==> config.mk <==
export PLATFORM = sky130hd
export DESIGN_NAME = bitmap_glyph_text_rasterizer
export DESIGN_NICKNAME = d
export VERILOG_FILES = /design/src/hdl/bgtr_pkg.sv /design/src/hdl/bgtr_front.sv /design/src/hdl/bgtr_queue.sv /design/src/hdl/bgtr_back.sv /design/src/hdl/bitmap_glyph_text_rasterizer.sv
export SDC_FILE = /design/constraint.sdc
export NUM_CORES = 1
export LEC_CHECK = 0
export BUFFER_PORTS_ARGS = -buffer_cell sky130_fd_sc_hd__buf_2
export CAP_MARGIN = 25
export CORE_ASPECT_RATIO = 0.75
export CORE_MARGIN = 2
export CORE_UTILIZATION = 40
export DETAILED_ROUTE_END_ITERATION = 16
export PLACE_DENSITY_LB_ADDON = 0.1
export SYNTH_ARGS = -nofsm -noshare
export SYNTH_HDL_FRONTEND = slang
export SYNTH_SLANG_ARGS = --single-unit
==> constraint.sdc <==
create_clock -name clk_i -period 12.5 [get_ports clk_i]
set_clock_uncertainty 0.15 [all_clocks]
set_input_delay 1.25 -clock clk_i [delete_from_list [all_inputs] [get_ports clk_i]]
set_output_delay 1.25 -clock clk_i [all_outputs]
set_load 0.01 [all_outputs]
==> src/hdl/bgtr_pkg.sv <==
package bgtr_pkg;

  localparam int COORD_BITS_DEF = 13;
  localparam int SCALE_BITS_DEF = 6;

  localparam int GLYPH_ROWS    = 5;
  localparam int GLYPH_COLS    = 3;
  localparam int CELLS         = GLYPH_ROWS * GLYPH_COLS;
  localparam int ADVANCE_CELLS = 4;

  localparam int CHAR_BITS   = 8;
  localparam int CURSOR_BITS = 16;
  localparam int PIX_BITS    = 12;
  localparam int COLOR_BITS  = 24;
  localparam int SCREEN_BITS = 13;

  localparam int SCREEN_MAX = 4096;
  localparam int CURSOR_MAX = 32767;
  localparam int CURSOR_MIN = -32768;

  localparam int APB_DATA_BITS = 32;
  localparam int APB_ADDR_BITS = 3;

  localparam int QUEUE_DEPTH = 2;

  localparam logic [SCREEN_BITS-1:0] WIDTH_RESET  = 13'd640;
  localparam logic [SCREEN_BITS-1:0] HEIGHT_RESET = 13'd480;

  typedef enum logic {
    REG_WIDTH  = 1'b0,
    REG_HEIGHT = 1'b1
  } reg_idx_e;

  typedef logic [0:GLYPH_ROWS-1][GLYPH_COLS-1:0] glyph_rows_t;

  // one classified character: visible cells, the coordinates of each column and row, and its color
  typedef struct packed {
    logic [CELLS-1:0]                     mask;
    logic [GLYPH_COLS-1:0][PIX_BITS-1:0]  col_x;
    logic [GLYPH_ROWS-1:0][PIX_BITS-1:0]  row_y;
    logic [COLOR_BITS-1:0]                color;
  } entry_t;

  // each octal digit is one glyph row, top row first, msb is the left column
  function automatic glyph_rows_t glyph_rows(input logic [CHAR_BITS-1:0] code);
    glyph_rows_t g;
    unique case (code)
      8'h41:   g = 15'o25755;
      8'h42:   g = 15'o65656;
      8'h43:   g = 15'o34443;
      8'h44:   g = 15'o65556;
      8'h45:   g = 15'o74647;
      8'h46:   g = 15'o74644;
      8'h47:   g = 15'o34553;
      8'h48:   g = 15'o55755;
      8'h49:   g = 15'o72227;
      8'h4A:   g = 15'o11152;
      8'h4B:   g = 15'o55655;
      8'h4C:   g = 15'o44447;
      8'h4D:   g = 15'o57755;
      8'h4E:   g = 15'o57775;
      8'h4F:   g = 15'o25552;
      8'h50:   g = 15'o65644;
      8'h51:   g = 15'o25573;
      8'h52:   g = 15'o65655;
      8'h53:   g = 15'o34216;
      8'h54:   g = 15'o72222;
      8'h55:   g = 15'o55557;
      8'h56:   g = 15'o55552;
      8'h57:   g = 15'o55775;
      8'h58:   g = 15'o55255;
      8'h59:   g = 15'o55222;
      8'h5A:   g = 15'o71247;
      8'h30:   g = 15'o75557;
      8'h31:   g = 15'o26227;
      8'h32:   g = 15'o61247;
      8'h33:   g = 15'o61216;
      8'h34:   g = 15'o55711;
      8'h35:   g = 15'o74616;
      8'h36:   g = 15'o34757;
      8'h37:   g = 15'o71222;
      8'h38:   g = 15'o75757;
      8'h39:   g = 15'o75716;
      8'h2E:   g = 15'o00002;
      8'h2F:   g = 15'o11244;
      8'h2D:   g = 15'o00700;
      8'h3A:   g = 15'o02020;
      default: g = '0;
    endcase
    return g;
  endfunction

endpackage

==> src/hdl/bgtr_front.sv <==
module bgtr_front #(
  parameter int COORD_BITS = bgtr_pkg::COORD_BITS_DEF,
  parameter int SCALE_BITS = bgtr_pkg::SCALE_BITS_DEF
) (
  input  logic                                  clk_i,
  input  logic                                  rst_ni,
  input  logic                                  in_valid_i,
  output logic                                  in_ready_o,
  input  logic [bgtr_pkg::CHAR_BITS-1:0]        char_code_i,
  input  logic                                  first_of_string_i,
  input  logic signed [COORD_BITS-1:0]          origin_x_i,
  input  logic signed [COORD_BITS-1:0]          origin_y_i,
  input  logic [SCALE_BITS-1:0]                 scale_i,
  input  logic [bgtr_pkg::COLOR_BITS-1:0]       color_rgb_i,
  input  logic [bgtr_pkg::SCREEN_BITS-1:0]      width_i,
  input  logic [bgtr_pkg::SCREEN_BITS-1:0]      height_i,
  input  logic                                  q_full_i,
  output logic                                  push_o,
  output bgtr_pkg::entry_t                      push_entry_o,
  output logic [SCALE_BITS-1:0]                 push_size_o
);

  localparam int PW    = bgtr_pkg::CURSOR_BITS + SCALE_BITS + 4;
  localparam int ROWS  = bgtr_pkg::GLYPH_ROWS;
  localparam int COLS  = bgtr_pkg::GLYPH_COLS;
  localparam int CB    = bgtr_pkg::CURSOR_BITS;
  localparam int SB    = bgtr_pkg::SCREEN_BITS;
  localparam int PB    = bgtr_pkg::PIX_BITS;

  logic signed [CB-1:0] cursor_q, cursor_d, cur_eff, cur_sat;
  logic signed [PW-1:0] cur_ext, oy_ext, scale_ext, w_ms, h_ms, adv_sum;
  logic signed [PW-1:0] px [COLS];
  logic signed [PW-1:0] py [ROWS];
  logic signed [PW-1:0] ry [ROWS];
  logic [COLS-1:0]      col_ok;
  logic [ROWS-1:0]      row_ok;
  logic [SB-1:0]        w_lim, h_lim;
  logic                 scale_nz, accept;
  bgtr_pkg::glyph_rows_t glyph;

  assign in_ready_o = !q_full_i;
  assign accept     = in_valid_i && in_ready_o;
  assign scale_nz   = (scale_i != '0);

  assign w_lim = (width_i > SB'(bgtr_pkg::SCREEN_MAX)) ? SB'(bgtr_pkg::SCREEN_MAX) : width_i;
  assign h_lim = (height_i > SB'(bgtr_pkg::SCREEN_MAX)) ? SB'(bgtr_pkg::SCREEN_MAX) : height_i;

  assign cur_eff   = first_of_string_i ? CB'(origin_x_i) : cursor_q;
  assign cur_ext   = PW'(cur_eff);
  assign oy_ext    = PW'(origin_y_i);
  assign scale_ext = signed'(PW'(scale_i));
  assign w_ms      = signed'(PW'(w_lim)) - scale_ext;
  assign h_ms      = signed'(PW'(h_lim)) - scale_ext;
  assign glyph     = bgtr_pkg::glyph_rows(char_code_i);

  always_comb begin
    for (int c = 0; c < COLS; c++) begin
      px[c]     = cur_ext + PW'(c) * scale_ext;
      col_ok[c] = !px[c][PW-1] && (px[c] <= w_ms);
    end
    for (int r = 0; r < ROWS; r++) begin
      py[r]     = oy_ext + PW'(r) * scale_ext;
      ry[r]     = h_ms - py[r];
      row_ok[r] = !py[r][PW-1] && !ry[r][PW-1];
    end
  end

  always_comb begin
    push_entry_o.color = color_rgb_i;
    for (int c = 0; c < COLS; c++) begin
      push_entry_o.col_x[c] = px[c][PB-1:0];
    end
    for (int r = 0; r < ROWS; r++) begin
      push_entry_o.row_y[r] = ry[r][PB-1:0];
      for (int c = 0; c < COLS; c++) begin
        push_entry_o.mask[r*COLS+c] = glyph[r][COLS-1-c] && col_ok[c] && row_ok[r] && scale_nz;
      end
    end
  end

  assign push_size_o = scale_i;
  assign push_o      = accept && (push_entry_o.mask != '0);

  // pen advance with saturation at the cursor range
  always_comb begin
    adv_sum = cur_ext + PW'(bgtr_pkg::ADVANCE_CELLS) * scale_ext;
    if (adv_sum > PW'(bgtr_pkg::CURSOR_MAX)) begin
      cur_sat = CB'(bgtr_pkg::CURSOR_MAX);
    end else if (adv_sum < PW'(bgtr_pkg::CURSOR_MIN)) begin
      cur_sat = CB'(bgtr_pkg::CURSOR_MIN);
    end else begin
      cur_sat = adv_sum[CB-1:0];
    end
    cursor_d = cursor_q;
    if (accept) begin
      cursor_d = scale_nz ? cur_sat : cur_eff;
    end
  end

  always_ff @(posedge clk_i or negedge rst_ni) begin
    if (!rst_ni) begin
      cursor_q <= '0;
    end else begin
      cursor_q <= cursor_d;
    end
  end

endmodule

==> src/hdl/bgtr_queue.sv <==
module bgtr_queue #(
  parameter int WIDTH = 8,
  parameter int DEPTH = bgtr_pkg::QUEUE_DEPTH
) (
  input  logic             clk_i,
  input  logic             rst_ni,
  input  logic             push_i,
  input  logic [WIDTH-1:0] push_data_i,
  output logic             full_o,
  input  logic             pop_i,
  output logic             head_valid_o,
  output logic [WIDTH-1:0] head_data_o
);

  localparam int PTR_BITS = (DEPTH > 1) ? $clog2(DEPTH) : 1;
  localparam int CNT_BITS = $clog2(DEPTH + 1);

  logic [WIDTH-1:0]    store_q [DEPTH];
  logic [PTR_BITS-1:0] wr_ptr_q, wr_ptr_d, rd_ptr_q, rd_ptr_d;
  logic [CNT_BITS-1:0] count_q, count_d;
  logic                do_push, do_pop;

  assign full_o       = (count_q == CNT_BITS'(DEPTH));
  assign head_valid_o = (count_q != '0);
  assign head_data_o  = store_q[rd_ptr_q];
  assign do_push      = push_i && !full_o;
  assign do_pop       = pop_i && head_valid_o;

  always_comb begin
    wr_ptr_d = wr_ptr_q;
    rd_ptr_d = rd_ptr_q;
    count_d  = count_q;
    if (do_push) begin
      wr_ptr_d = (wr_ptr_q == PTR_BITS'(DEPTH - 1)) ? '0 : wr_ptr_q + 1'b1;
    end
    if (do_pop) begin
      rd_ptr_d = (rd_ptr_q == PTR_BITS'(DEPTH - 1)) ? '0 : rd_ptr_q + 1'b1;
    end
    if (do_push && !do_pop) begin
      count_d = count_q + 1'b1;
    end else if (do_pop && !do_push) begin
      count_d = count_q - 1'b1;
    end
  end

  always_ff @(posedge clk_i or negedge rst_ni) begin
    if (!rst_ni) begin
      wr_ptr_q <= '0;
      rd_ptr_q <= '0;
      count_q  <= '0;
    end else begin
      wr_ptr_q <= wr_ptr_d;
      rd_ptr_q <= rd_ptr_d;
      count_q  <= count_d;
    end
  end

  always_ff @(posedge clk_i) begin
    if (do_push) begin
      store_q[wr_ptr_q] <= push_data_i;
    end
  end

endmodule

==> src/hdl/bgtr_back.sv <==
module bgtr_back #(
  parameter int SCALE_BITS = bgtr_pkg::SCALE_BITS_DEF
) (
  input  logic                              clk_i,
  input  logic                              rst_ni,
  input  logic                              head_valid_i,
  input  bgtr_pkg::entry_t                  head_entry_i,
  input  logic [SCALE_BITS-1:0]             head_size_i,
  output logic                              pop_o,
  output logic                              rect_valid_o,
  input  logic                              rect_ready_i,
  output logic [bgtr_pkg::PIX_BITS-1:0]     rect_x_o,
  output logic [bgtr_pkg::PIX_BITS-1:0]     rect_y_o,
  output logic [SCALE_BITS-1:0]             rect_size_o,
  output logic [bgtr_pkg::COLOR_BITS-1:0]   rect_color_o,
  output logic                              last_of_char_o
);

  localparam int ROWS   = bgtr_pkg::GLYPH_ROWS;
  localparam int COLS   = bgtr_pkg::GLYPH_COLS;
  localparam int CELLS  = bgtr_pkg::CELLS;
  localparam int R_BITS = $clog2(ROWS);
  localparam int C_BITS = $clog2(COLS);
  localparam int N_BITS = $clog2(CELLS);

  logic                   busy_q, busy_d;
  logic                   valid_q, valid_d;
  bgtr_pkg::entry_t       work_q;
  logic [CELLS-1:0]       mask_d, rem;
  logic [SCALE_BITS-1:0]  size_q;
  logic [R_BITS-1:0]      sel_r;
  logic [C_BITS-1:0]      sel_c;
  logic [N_BITS-1:0]      sel_n;
  logic                   adv, emit, last, load;

  // lowest set cell in row-major order
  always_comb begin
    sel_r = '0;
    sel_c = '0;
    sel_n = '0;
    for (int r = ROWS - 1; r >= 0; r--) begin
      for (int c = COLS - 1; c >= 0; c--) begin
        if (work_q.mask[r*COLS+c]) begin
          sel_r = R_BITS'(r);
          sel_c = C_BITS'(c);
          sel_n = N_BITS'(r * COLS + c);
        end
      end
    end
  end

  assign rem   = work_q.mask & ~(CELLS'(1) << sel_n);
  assign last  = (rem == '0);
  assign adv   = !valid_q || rect_ready_i;
  assign emit  = busy_q && adv;
  assign load  = head_valid_i && (!busy_q || (emit && last));
  assign pop_o = load;

  always_comb begin
    busy_d  = busy_q;
    valid_d = valid_q;
    mask_d  = work_q.mask;
    if (emit) begin
      valid_d = 1'b1;
      mask_d  = rem;
      busy_d  = !last;
    end else if (rect_ready_i) begin
      valid_d = 1'b0;
    end
    if (load) begin
      busy_d = 1'b1;
      mask_d = head_entry_i.mask;
    end
  end

  always_ff @(posedge clk_i or negedge rst_ni) begin
    if (!rst_ni) begin
      busy_q  <= 1'b0;
      valid_q <= 1'b0;
    end else begin
      busy_q  <= busy_d;
      valid_q <= valid_d;
    end
  end

  always_ff @(posedge clk_i) begin
    work_q.mask <= mask_d;
    if (load) begin
      work_q.col_x <= head_entry_i.col_x;
      work_q.row_y <= head_entry_i.row_y;
      work_q.color <= head_entry_i.color;
      size_q       <= head_size_i;
    end
    if (emit) begin
      rect_x_o       <= work_q.col_x[sel_c];
      rect_y_o       <= work_q.row_y[sel_r];
      rect_size_o    <= size_q;
      rect_color_o   <= work_q.color;
      last_of_char_o <= last;
    end
  end

  assign rect_valid_o = valid_q;

endmodule

==> src/hdl/bitmap_glyph_text_rasterizer.sv <==
// Text rasterizer with a built-in 3x5 font. Each character transfer on the input channel is
// classified in the cycle it is taken (glyph lookup, cursor update, clipping of every glyph
// column and row against the screen) and placed in a two-entry queue; the character is accepted
// whenever the queue has room. The drawing side then sends one square per cycle on the result
// channel while rect_ready_i is high, so a character yields one square per visible lit cell,
// 0 to 13; blank, unknown, zero-scale and fully clipped characters yield no squares. Squares
// pass from the queue through the working register to the output register. Screen width sits
// at byte address 0x0 and height at 0x4 (13 bits each, reset 640 and 480); change them only
// while no character is in flight.
module bitmap_glyph_text_rasterizer #(
  parameter int COORD_BITS = bgtr_pkg::COORD_BITS_DEF,
  parameter int SCALE_BITS = bgtr_pkg::SCALE_BITS_DEF
) (
  input  logic                                  clk_i,
  input  logic                                  rst_ni,
  input  logic                                  psel,
  input  logic                                  penable,
  input  logic                                  pwrite,
  input  logic [bgtr_pkg::APB_ADDR_BITS-1:0]    paddr,
  input  logic [bgtr_pkg::APB_DATA_BITS-1:0]    pwdata,
  output logic [bgtr_pkg::APB_DATA_BITS-1:0]    prdata,
  output logic                                  pready,
  input  logic                                  in_valid_i,
  output logic                                  in_ready_o,
  input  logic [bgtr_pkg::CHAR_BITS-1:0]        char_code_i,
  input  logic                                  first_of_string_i,
  input  logic signed [COORD_BITS-1:0]          origin_x_i,
  input  logic signed [COORD_BITS-1:0]          origin_y_i,
  input  logic [SCALE_BITS-1:0]                 scale_i,
  input  logic [bgtr_pkg::COLOR_BITS-1:0]       color_rgb_i,
  output logic                                  rect_valid_o,
  input  logic                                  rect_ready_i,
  output logic [bgtr_pkg::PIX_BITS-1:0]         rect_x_o,
  output logic [bgtr_pkg::PIX_BITS-1:0]         rect_y_o,
  output logic [SCALE_BITS-1:0]                 rect_size_o,
  output logic [bgtr_pkg::COLOR_BITS-1:0]       rect_color_o,
  output logic                                  last_of_char_o
);

  localparam int SB     = bgtr_pkg::SCREEN_BITS;
  localparam int EW     = $bits(bgtr_pkg::entry_t);
  localparam int QW     = EW + SCALE_BITS;
  localparam int CHK    = bgtr_pkg::PIX_BITS + 2;

  logic [SB-1:0]          width_q, width_d, height_q, height_d;
  bgtr_pkg::reg_idx_e     reg_idx;
  logic                   cfg_wr;

  logic                   push, q_full, head_valid, pop;
  bgtr_pkg::entry_t       push_entry;
  logic [SCALE_BITS-1:0]  push_size;
  logic [QW-1:0]          head_data;

  // configuration registers
  assign pready  = 1'b1;
  assign reg_idx = bgtr_pkg::reg_idx_e'(paddr[bgtr_pkg::APB_ADDR_BITS-1]);
  assign cfg_wr  = psel && penable && pwrite && pready;

  always_comb begin
    width_d  = width_q;
    height_d = height_q;
    if (cfg_wr) begin
      unique case (reg_idx)
        bgtr_pkg::REG_WIDTH:  width_d  = pwdata[SB-1:0];
        bgtr_pkg::REG_HEIGHT: height_d = pwdata[SB-1:0];
        default: ;
      endcase
    end
  end

  always_comb begin
    unique case (reg_idx)
      bgtr_pkg::REG_WIDTH:  prdata = bgtr_pkg::APB_DATA_BITS'(width_q);
      bgtr_pkg::REG_HEIGHT: prdata = bgtr_pkg::APB_DATA_BITS'(height_q);
      default:              prdata = '0;
    endcase
  end

  always_ff @(posedge clk_i or negedge rst_ni) begin
    if (!rst_ni) begin
      width_q  <= bgtr_pkg::WIDTH_RESET;
      height_q <= bgtr_pkg::HEIGHT_RESET;
    end else begin
      width_q  <= width_d;
      height_q <= height_d;
    end
  end

  bgtr_front #(
    .COORD_BITS (COORD_BITS),
    .SCALE_BITS (SCALE_BITS)
  ) u_front (
    .clk_i             (clk_i),
    .rst_ni            (rst_ni),
    .in_valid_i        (in_valid_i),
    .in_ready_o        (in_ready_o),
    .char_code_i       (char_code_i),
    .first_of_string_i (first_of_string_i),
    .origin_x_i        (origin_x_i),
    .origin_y_i        (origin_y_i),
    .scale_i           (scale_i),
    .color_rgb_i       (color_rgb_i),
    .width_i           (width_q),
    .height_i          (height_q),
    .q_full_i          (q_full),
    .push_o            (push),
    .push_entry_o      (push_entry),
    .push_size_o       (push_size)
  );

  bgtr_queue #(
    .WIDTH (QW),
    .DEPTH (bgtr_pkg::QUEUE_DEPTH)
  ) u_queue (
    .clk_i        (clk_i),
    .rst_ni       (rst_ni),
    .push_i       (push),
    .push_data_i  ({push_entry, push_size}),
    .full_o       (q_full),
    .pop_i        (pop),
    .head_valid_o (head_valid),
    .head_data_o  (head_data)
  );

  bgtr_back #(
    .SCALE_BITS (SCALE_BITS)
  ) u_back (
    .clk_i          (clk_i),
    .rst_ni         (rst_ni),
    .head_valid_i   (head_valid),
    .head_entry_i   (bgtr_pkg::entry_t'(head_data[QW-1:SCALE_BITS])),
    .head_size_i    (head_data[SCALE_BITS-1:0]),
    .pop_o          (pop),
    .rect_valid_o   (rect_valid_o),
    .rect_ready_i   (rect_ready_i),
    .rect_x_o       (rect_x_o),
    .rect_y_o       (rect_y_o),
    .rect_size_o    (rect_size_o),
    .rect_color_o   (rect_color_o),
    .last_of_char_o (last_of_char_o)
  );

  a_no_overflow: assert property (@(posedge clk_i) disable iff (!rst_ni)
    push |-> !q_full)
    else $error("character pushed into a full queue");

  a_size_nonzero: assert property (@(posedge clk_i) disable iff (!rst_ni)
    rect_valid_o |-> (rect_size_o != '0))
    else $error("square of zero size");

  a_x_inside: assert property (@(posedge clk_i) disable iff (!rst_ni)
    rect_valid_o |-> ((CHK'(rect_x_o) + CHK'(rect_size_o)) <= CHK'(width_q)))
    else $error("square crosses the right edge");

  a_y_inside: assert property (@(posedge clk_i) disable iff (!rst_ni)
    rect_valid_o |-> ((CHK'(rect_y_o) + CHK'(rect_size_o)) <= CHK'(height_q)))
    else $error("square crosses the top edge");

endmodule

-- After elaboration in Yosys (flattened, before gate mapping)
Memory sizes are Yosys's and may differ from the RTL's.
Index checks and enable logic that the tools add are counted.
- add/subtract/negate cells: 18
- $mul: 1
- $lt $le $gt $ge: 9
- eq/ne operators: 1
- shift operators: 1
- multiplexer cells: 69
- bitwise logic cells: 3
- reductions and logical operators: 94
- operators by type and width (kind ; count):
    logical AND 1 bit ; 64
    two-way mux 16 bit ; 4
    case mux 32 bit (2 select lines) ; 1
    two-way mux 4 bit ; 15
    subtractor 14 x 14 -> 15 bit ; 4
    two-way mux 15 bit ; 3
    two-way mux 3 bit ; 15
    binary-select mux 12 bit (select 3 bit) ; 1
    less-or-equal comparator 17 x 14 -> 1 bit ; 2
    two-way mux 2 bit ; 17
    adder 13 x 9 -> 14 bit ; 2
    subtractor 13 x 6 -> 14 bit ; 2
    greater-than comparator 13 bit (second input constant) ; 2
    greater-than comparator 26 x 16 -> 1 bit (second input constant) ; 1
    < comparator 26 x 16 -> 1 bit (second input constant) ; 1
    two-way mux 13 bit ; 2
    binary-select mux 12 bit (select 2 bit) ; 1
    two-way mux 12 bit ; 2
    logical NOT 1 bit ; 19
    adder 16 x 7 -> 17 bit ; 1
    adder 16 x 8 -> 17 bit ; 1
    adder 16 x 9 -> 17 bit ; 1
    less-or-equal comparator 16 x 14 -> 1 bit ; 1
    AND 15 bit ; 1
    20 further kinds ; 33
- flip-flop bits (word level): 244
- bits in writable memories: 282
- ROM bits: 1920
- input port bits: 107
- output and inout bits: 90
- logic and storage cells: 222
- memories kept: 2
- memory list (memory ; words ; bits a word ; read ports ; clocked after Yosys merged registers in ; write ports ; line ; text):
    (name not given) ; 128 ; 15 ; 1 ; 0 ; 0 ; bgtr_pkg.sv:47 ; unique case (code)
    u_queue.store_q ; 2 ; 141 ; 1 ; 0 ; 1 ; bgtr_queue.sv:18 ; logic [WIDTH-1:0] store_q [DEPTH];

-- Longest topological paths before layout
Gate-level depths: netlist of the first run.
- depth in word-level cells: 26
- mapped depth: 27
- mapped depth without buffers: 27

-- Hierarchy
From an unflattened synthesis of the first run, not the netlist that was laid out.
- cell total of the unflattened synthesis: 2420
- area total of the unflattened synthesis: 29547.1 um^2
- modules (own cells, without submodules) (module ; times used ; cells an instance ; area an instance (um^2) ; seq. area each (um^2)):
    bgtr_queue ; 1 ; 458 ; 10696.5 ; 8568.2
    bgtr_front ; 1 ; 1393 ; 10055.9 ; 400.4
    bgtr_back ; 1 ; 477 ; 7442.1 ; 5935.7
    bitmap_glyph_text_rasterizer ; 1 ; 92 ; 1352.5 ; 658.1

-- Least setup slack after synthesis of the first run
No wires, ideal clock.
- path kind: input to register
- from: input port first_of_string_i
- to: memory u_queue.store_q[0][0] (netlist name), enable pin
- library setup time: 0.649 ns
- arrival: 11.290 ns
- data required time: 11.701 ns
- path slack: 0.411 ns
- stages on the path: 18
- buffers on the path: 3
- cells stage by stage: buf_2 -> buf_2 -> buf_2 -> mux2_2 -> ha_1 -> and3_1 -> a221o_1 -> o21a_1 -> o21ai_1 -> nor2_1 -> xnor2_1 -> ha_1 -> nand4_1 -> or4_1 -> nor3_1 -> and4b_1 -> o221ai_4 -> nor2b_1
- RTL lines (what ; line ; text):
    from (decl) ; bitmap_glyph_text_rasterizer.sv:26 ; input logic first_of_string_i,
    to (decl) ; bgtr_queue.sv:18 ;

-- Final worst setup path of the first run
- from: input port scale_i[1]
- to: memory u_queue.store_q[1][12] (netlist name), enable pin
- cells in the longest elaborated chain, start to end: 12
- elaborated cells between the ends (all ways): 87
- those cells by class: 13 x add/sub; 1 x mul; 3 x order compare; 2 x mux; 68 x reduce/logical
- ends and longest elaborated chain (what ; line ; text):
    from (decl) ; bitmap_glyph_text_rasterizer.sv:29 ; input logic [SCALE_BITS-1:0] scale_i,
    multiplier 2 x 6 -> 8 bit ; bgtr_front.sv:62 ; py[r] = oy_ext + PW'(r) * scale_ext;
    adder 13 x 9 -> 14 bit ; bgtr_front.sv:62 ;
    subtractor 14 x 14 -> 15 bit ; bgtr_front.sv:63 ; ry[r] = h_ms - py[r];
    logical NOT 1 bit ; bgtr_front.sv:64 ; row_ok[r] = !py[r][PW-1] && !ry[r][PW-1];
    logical AND 1 bit ; bgtr_front.sv:64 ;
    logical AND 1 bit (2 in series) ; bgtr_front.sv:76 ; push_entry_o.mask[r*COLS+c] = glyph[r][COLS-1-c] && col_ok[c] && row_ok[r] && scale_nz;
    nonzero test 15 bit (*) ; bgtr_front.sv:82 ; assign push_o = accept && (push_entry_o.mask != '0);
    logical AND 1 bit (*) ; bgtr_front.sv:82 ;
    logical AND 1 bit (*) ; bgtr_queue.sv:26 ; assign do_push = push_i && !full_o;
    named net u_queue.do_push ; bgtr_queue.sv:21 ; logic do_push, do_pop;
    two-way mux 1 bit (*) ; bgtr_queue.sv:59 ; if (do_push) begin
    two-way mux 1 bit (not written as such) (*) ; bgtr_queue.sv:60 ; store_q[wr_ptr_q] <= push_data_i;
Mark *: on every way through the listed nets, which the timed path passes. The rest lies on a longest branch.

==> results of run 1 <==
[through the flow]
stage / util (%) / setup slack [ps] / cells / hold slack, ps
after floorplan: - / 411 / 2328 / 250
after CTS: 45.8 / 4780 / 3452 / 268
after global placement: 43.2 / 3880 / 3351 / 252
final: 45.8 / 4750 / 3453 / 268
after global routing: 45.8 / 4180 / 3453 / 274
after detailed placement: 43.2 / 4110 / 3353 / 255
[registers in the layout, summed over array words and instances (netlist names)]
register               cells
height_q                  13
u_back.rect_color_o       24
u_back.rect_size_o         6
width_q                   13
u_back.work_q            130
u_back.size_q              6
u_back.rect_y_o           12
u_back.rect_x_o           12
u_back.last_of_char_o      1
u_back.busy_q              1
u_front.cursor_q          16
u_queue.rd_ptr_q           1
u_queue.count_q            2
u_queue.wr_ptr_q           1
u_queue.store_q          272
u_back.rect_valid_o        1
[routing by layer]
layer  routed length [um]  GRT usage (%)  vias up
li1                     -              -     8889
met1                38600           33.0     9226
met2                29200           27.8      592
met3                 5140           4.23       92
met4                 1340           4.46        2
met5                   11              0        -
[cells by family after synthesis]
kind of cell	after synthesis	synth area share (%)
compound gates	491	11.6
simple gates	572	9.63
xor+xnor	121	3.80
buf+inv	199	3.03
flops	511	54.1
mux	218	8.58
other cells	2	0.0269
fa+ha+maj	196	9.15
[cell usage in the layout (no fill, tap or decap), drive strengths merged, types with 9 or more instances in the layout]
cell / netlist / final
nor2b: 49 / 49
o31a: 11 / 11
ha: 181 / 181
or2: 10 / 10
o21ai: 137 / 137
o31ai: 10 / 10
nor4: 11 / 11
nand2: 185 / 185
a21o: 37 / 37
clkinv: 2 / 25
xor2: 33 / 33
o21a: 31 / 31
or3: 9 / 9
edfxtp: 463 / 463
nand4: 17 / 17
a21boi: 19 / 19
and3: 11 / 11
a211oi: 19 / 19
xnor2: 88 / 88
mux2: 170 / 170
a31oi: 13 / 13
o21bai: 15 / 15
a21oi: 109 / 109
nor3: 34 / 34
fa: 14 / 14
clkbuf: 54 / 62
nand3: 33 / 33
nand2b: 16 / 16
o211ai: 9 / 9
buf: 36 / 179
mux2i: 48 / 48
nor2: 167 / 167
conb: 2 / 20
dfrtp: 42 / 42
inv: 107 / 112
[final timing paths]
check | startpoint | slack [ps] | depth (start not counted) | to
max | scale_i[1] | 4750 | 24 | u_queue.store_q[1][12]$_DFFE_PP_
min | u_back.work_q[9]$_DFFE_PP_ | 270 | 0 | u_back.rect_color_o[9]$_DFFE_PP_
max reg2reg | height_q[12]$_DFFE_PN0P_ | 5430 | 25 | u_queue.store_q[1][12]$_DFFE_PP_
min reg2reg | u_back.work_q[9]$_DFFE_PP_ | 270 | 0 | u_back.rect_color_o[9]$_DFFE_PP_
max in group asynchronous | rst_ni | 11060 | 2 | u_queue.rd_ptr_q$_DFFE_PN0P_
min in group asynchronous | rst_ni | 590 | 2 | u_back.rect_valid_o$_DFFE_PN0P_
[worst max-delay path, delay by kind of cell]
family,cells,cell delay [ps]
buffers and inverters,4,1900
adder cells (fa/ha/maj),2,720
AND/OR/NAND/NOR,6,1270
AO/OA/AOI/OAI,12,2600
[cell type report]
| cell class | count | area (um^2) | area share, % |
|---|---|---|---|
| diodes | 1 | 2.50 | 0.00794 |
| multi-input cells | 1618 | 12000 | 38.2 |
| clock buffers | 62 | 1380 | 4.38 |
| clock inverters | 37 | 407 | 1.29 |
| well taps | 935 | 1170 | 3.71 |
| inverters | 109 | 412 | 1.31 |
| repair buffers | 180 | 976 | 3.10 |
| flip-flops and latches | 511 | 15100 | 48.0 |
[power by group through the flow]
stage	clock (mW)	sequential (mW)	combinational [mW]
final	1.63	2.31	2.40
after global placement	0	2.34	2.32
after CTS	1.67	2.31	2.39
after detailed placement	0	2.35	2.37
after floorplan	0	2.30	1.66
after global routing	1.74	2.33	2.65
==> results.sh, run 1 <==
export IMPL_status="complete, no violations"
export IMPL_drt_initial_drc_count=1642
export IMPL_max_slew_worst_pin_slew_ps=988
export IMPL_nets=2775
export IMPL_total_power_mw=6.34
export IMPL_clock_latency_ps=620
export IMPL_hp_class="flip-flop to flip-flop"
export IMPL_grt_max_degree=128
export IMPL_maxSlewViolCount=0
export IMPL_power_density_nw_per_um2=201
export IMPL_cts_resized=0
export IMPL_irDropWorstVdd_mv=0.122
export IMPL_dr_pass1_iters=5
export IMPL_h_tree_depth=2
export IMPL_criticalPathCategory="input port to flip-flop"
export IMPL_synth_area_um2=27900
export IMPL_p_sw_mw=2.25
export IMPL_endpoint_kind="flip-flop"
export IMPL_routed_wl_mm=74.3
export IMPL_finalCritPeriodShare_pct=62.0
export IMPL_leakage_nw=11.9
export IMPL_drive_gt1_share_pct=18.5
export IMPL_synth_most_common_cell="edfxtp_1"
export IMPL_first_global_vias=17917
export IMPL_clock_sinks=511
export IMPL_die_x_um=309
export IMPL_vias_per_cell=5.44
export IMPL_grt_setup_unrepaired="false"
export IMPL_gp_congestion=0.916
export IMPL_yosys_top_cells_area="edfxtp_1 (50%), ha_1 (8.1%), mux2_2 (6.8%)"
export IMPL_ys_warn_count=0
export IMPL_cts_root_buffer="clkbuf_16"
export IMPL_required_ps=12580
export IMPL_seq_power_share_pct=36.5
export IMPL_max_cap_violations=0
export IMPL_dp_hpwl_mm=53.7
export IMPL_postCtsHoldBufs=0
export IMPL_path_clk_slew_ps=60
export IMPL_design_area_um2=31500
export IMPL_route_detailed_drc=0
export IMPL_syn_area_per_cell_um2=12.1
export IMPL_post_cts_setup_buffer_count=0
export IMPL_crit_fanout=51
export IMPL_synth_top_area_share_pct=49.8
export IMPL_finalSetupViolations=0
export IMPL_grt_overflow=0
export IMPL_ys_types=88
export IMPL_ys_seq_elements=511
export IMPL_synth_top_area_cell="edfxtp_1"
export IMPL_finalCriticalPeriod_ps=7750
export IMPL_cts_buffer_depth=3
export IMPL_tns_ps=0
export IMPL_vias=18801
export IMPL_yosys_most_used_dff="edfxtp_1"
export IMPL_portBuffers=155
export IMPL_grt_pass1_wl_mm=111
export IMPL_cts_tree="done"
export IMPL_hold_viol=0
export IMPL_cp_arrival_ps=7830
export IMPL_fmax_ghz=0.129
export IMPL_seq_area_frac_synth_pct=54.1
export IMPL_grtUsageTotal_pct=20.5
export IMPL_fill_cells=6335
export IMPL_start_util_pct=40.6
export IMPL_antenna_found_initial=2
export IMPL_area_growth_pct=12.9
export IMPL_intPower_mw=4.08
export IMPL_postSynth_asyncResetShare_pct=9.39
export IMPL_cts_buffers=53
export IMPL_wl_per_cell_um=21.5
export IMPL_slowest_delay_ps=710
export IMPL_critPathSlowestCell="buf_4"
export IMPL_rows=83
export IMPL_relSlewSlack_pct=34.1
export IMPL_ios=197
export IMPL_syn_inst=2310
export IMPL_cp_cell_sequence="buf_2, inv_1, ha_1, a21o_1, a21o_1, a21oi_1, o21bai_1, a21oi_1, o21ai_0, o311ai_0, o21ai_0, buf_2, ha_1, nor2_1, nor2_1, a21oi_1, and4b_1, a21oi_1, nand3b_1, nand3_1, o211ai_1, o221ai_4, and2_4, buf_4"
export IMPL_worst_setup_path_start_kind="input port"
export IMPL_swShare_pct=35.5
export IMPL_die_h_um=233
export IMPL_postPlaceCellArea_um2=29700
export IMPL_synth_edf_count=463
export IMPL_netlist_top_cells_count="edfxtp_1 (463), nand2_1 (185), ha_1 (181)"
export IMPL_fp_coreArea_um2=68700
export IMPL_crit_top_cell="a21oi_1"
export IMPL_drtAntennaViolNets=0
export IMPL_clkPwrFrac_pct=25.7
export IMPL_die_area_um2=71900
export IMPL_pwr_share_comb_pct=37.9
Note: power is estimated with default switching activity, not from simulation.
==> run 2: changes to the inputs <==
==> constraint.sdc (replaced) <==
create_clock -name clk_i -period 8.1 [get_ports clk_i]
set_clock_uncertainty 0.15 [all_clocks]
set_input_delay 0.81 -clock clk_i [delete_from_list [all_inputs] [get_ports clk_i]]
set_output_delay 0.81 -clock clk_i [all_outputs]
set_load 0.01 [all_outputs]
==> run 2 against run 1 <==
Net effect:
- final cell count is 0.49% higher
- sequential share of layout area is 0.33 points lower
- sequential power is 53% higher
- die area stayed put
- hold slack worse by 110 ps
- first-iteration DRC count is 4.0% higher
- critical path type unchanged
==> results.sh, run 2 (same netlist as run 1, synthesis figures left out) <==
export IMPL_required_ps=8250
export IMPL_max_slew_worst_pin_slew_ps=1020
export IMPL_drtAntennaViolNets=0
export IMPL_fmax_ghz=0.151
export IMPL_die_h_um=233
export IMPL_leakage_nw=12.1
export IMPL_p_sw_mw=3.49
export IMPL_irDropWorstVdd_mv=0.155
export IMPL_finalCriticalPeriod_ps=6620
export IMPL_post_cts_setup_buffer_count=0
export IMPL_grt_overflow=0
export IMPL_vias_per_cell=5.40
export IMPL_maxSlewViolCount=0
export IMPL_status="complete, no violations"
export IMPL_portBuffers=155
export IMPL_postPlaceCellArea_um2=30000
export IMPL_layout_commonest_cell="edfxtp_1"
export IMPL_ios=197
export IMPL_rrSetupSlack_ps=1570
export IMPL_top_register="u_queue.store_q"
export IMPL_h_tree_depth=2
export IMPL_vias=18749
export IMPL_drt_initial_drc_count=1707
export IMPL_mostFrequentLayoutCells="edfxtp_1 (463), nand2_1 (185), ha_1 (181), mux2_2 (168), nor2_1 (166)"
export IMPL_clock_sinks=511
export IMPL_first_global_vias=17859
export IMPL_route_detailed_drc=0
export IMPL_worst_setup_path_start_kind="input port"
export IMPL_grt_pass1_wl_mm=111
export IMPL_die_area_um2=71900
export IMPL_drive_gt1_share_pct=19.2
export IMPL_grt_setup_unrepaired="false"
export IMPL_power_density_nw_per_um2=309
export IMPL_r2r_start="width_q[12]$_DFFE_PN0P_"
export IMPL_tns_ps=0
export IMPL_cts_root_buffer="clkbuf_16"
export IMPL_timing_rr_end="u_queue.store_q[1][25]$_DFFE_PP_"
export IMPL_reg2regPathDepth=19
export IMPL_clock_latency_ps=620
export IMPL_total_power_mw=9.80
export IMPL_hold_viol=0
export IMPL_die_x_um=309
export IMPL_area_growth_pct=13.7
export IMPL_relSlewSlack_pct=31.3
export IMPL_pwr_share_comb_pct=38.8
export IMPL_criticalPathCategory="input port to flip-flop"
export IMPL_nets=2793
export IMPL_dp_hpwl_mm=54.8
export IMPL_cts_resized=0
export IMPL_crit_fanout=26
export IMPL_finalSetupViolations=0
export IMPL_cts_buffers=53
export IMPL_cts_buffer_depth=3
export IMPL_fp_coreArea_um2=68700
export IMPL_postCtsHoldBufs=0
export IMPL_largest_reg_flops=272
export IMPL_grt_max_degree=64
export IMPL_antenna_found_initial=2
export IMPL_cp_arrival_ps=6770
export IMPL_gp_congestion=0.932
export IMPL_path_clk_slew_ps=60
export IMPL_seq_power_share_pct=36.1
export IMPL_routed_wl_mm=74.4
export IMPL_intPower_mw=6.31
export IMPL_dr_pass1_iters=5
export IMPL_finalCritPeriodShare_pct=81.7
export IMPL_hp_class="input port to async pin"
export IMPL_endpoint_kind="flip-flop"
export IMPL_start_util_pct=40.6
export IMPL_grtUsageTotal_pct=20.5
export IMPL_wl_per_cell_um=21.5
export IMPL_top_regs="u_queue.store_q: 272 flops, u_back.work_q: 130 flops, u_back.rect_color_o: 24 flops"
export IMPL_cts_tree="done"
export IMPL_swShare_pct=35.6
export IMPL_clkPwrFrac_pct=25.2
export IMPL_hold_ws_ps=160
export IMPL_max_cap_violations=0
export IMPL_rows=83
export IMPL_design_area_um2=31700
==> run 2: stage by stage <==
stage / util (%) / std cells / worst slack [ps]
floorplan: - / 2328 / 571
global placement: 43.6 / 3370 / 859
finish: 46.1 / 3470 / 1480
global route: 46.1 / 3469 / 1050
CTS: 46.1 / 3469 / 1600
detailed placement: 43.6 / 3371 / 965
==> run 2: worst max-delay path by stage <==
stage,slack [ps],start,end,depth (start not counted)
final,1480,scale_i[0],u_queue.store_q[1][25]$_DFFE_PP_,24
after global routing,1050,height_q[12]$_DFFE_PN0P_,u_queue.store_q[0][111]$_DFFE_PP_,26
after CTS,1600,scale_i[0],u_queue.store_q[0][113]$_DFFE_PP_,25
after detailed placement,960,scale_i[0],u_queue.store_q[0][123]$_DFFE_PP_,25
after global placement,860,scale_i[1],u_queue.store_q[1][28]$_DFFE_PP_,23
after floorplan,570,first_of_string_i,u_queue.store_q[0][0]$_DFFE_PP_,18
==> run 2: power groups by stage <==
stage | logic (mW) | clock network, mW | registers, mW
after floorplan | 2.57 | 0 | 3.54
after global placement | 3.67 | 0 | 3.58
after detailed placement | 3.74 | 0 | 3.59
after CTS | 3.78 | 2.55 | 3.53
after global routing | 4.17 | 2.64 | 3.56
final | 3.80 | 2.47 | 3.54
==> run 2: final cells by class <==
cell class,instances,area (um^2)
fillers,6318,37000
flip-flops and latches,511,15100
multi-input cells,1618,12000
clock buffers,59,1350
repair buffers,198,1210
well taps,935,1170
clock inverters,39,419
inverters,109,412
diodes,1,2.50
==> run 2: layer usage <==
layer | vias up | global-route usage (%) | wire length [um]
met5 | - | 0 | 0
li1 | 8960 | - | -
met1 | 9190 | 33.1 | 39300
met3 | 89 | 3.56 | 4520
met2 | 510 | 27.8 | 29100
met4 | 0 | 4.96 | 1480
==> run 2: critical path: stages <==
cell and delay (ps):
buf_2 410, ha_1 280, fa_1 440, ha_1 350, nor2b_1 150, o21ai_0 290, nand2_1 150, a21o_1 200
a21o_1 190, a21o_1 180, a21oi_1 330, nor2_1 100, xnor2_1 140, ha_1 330, o21a_1 130, o21ai_0 60
nand2_1 70, a21oi_1 90, or4_1 550, o31a_1 140, a311o_1 370, o221ai_4 130, and2_4 530, buf_4 300
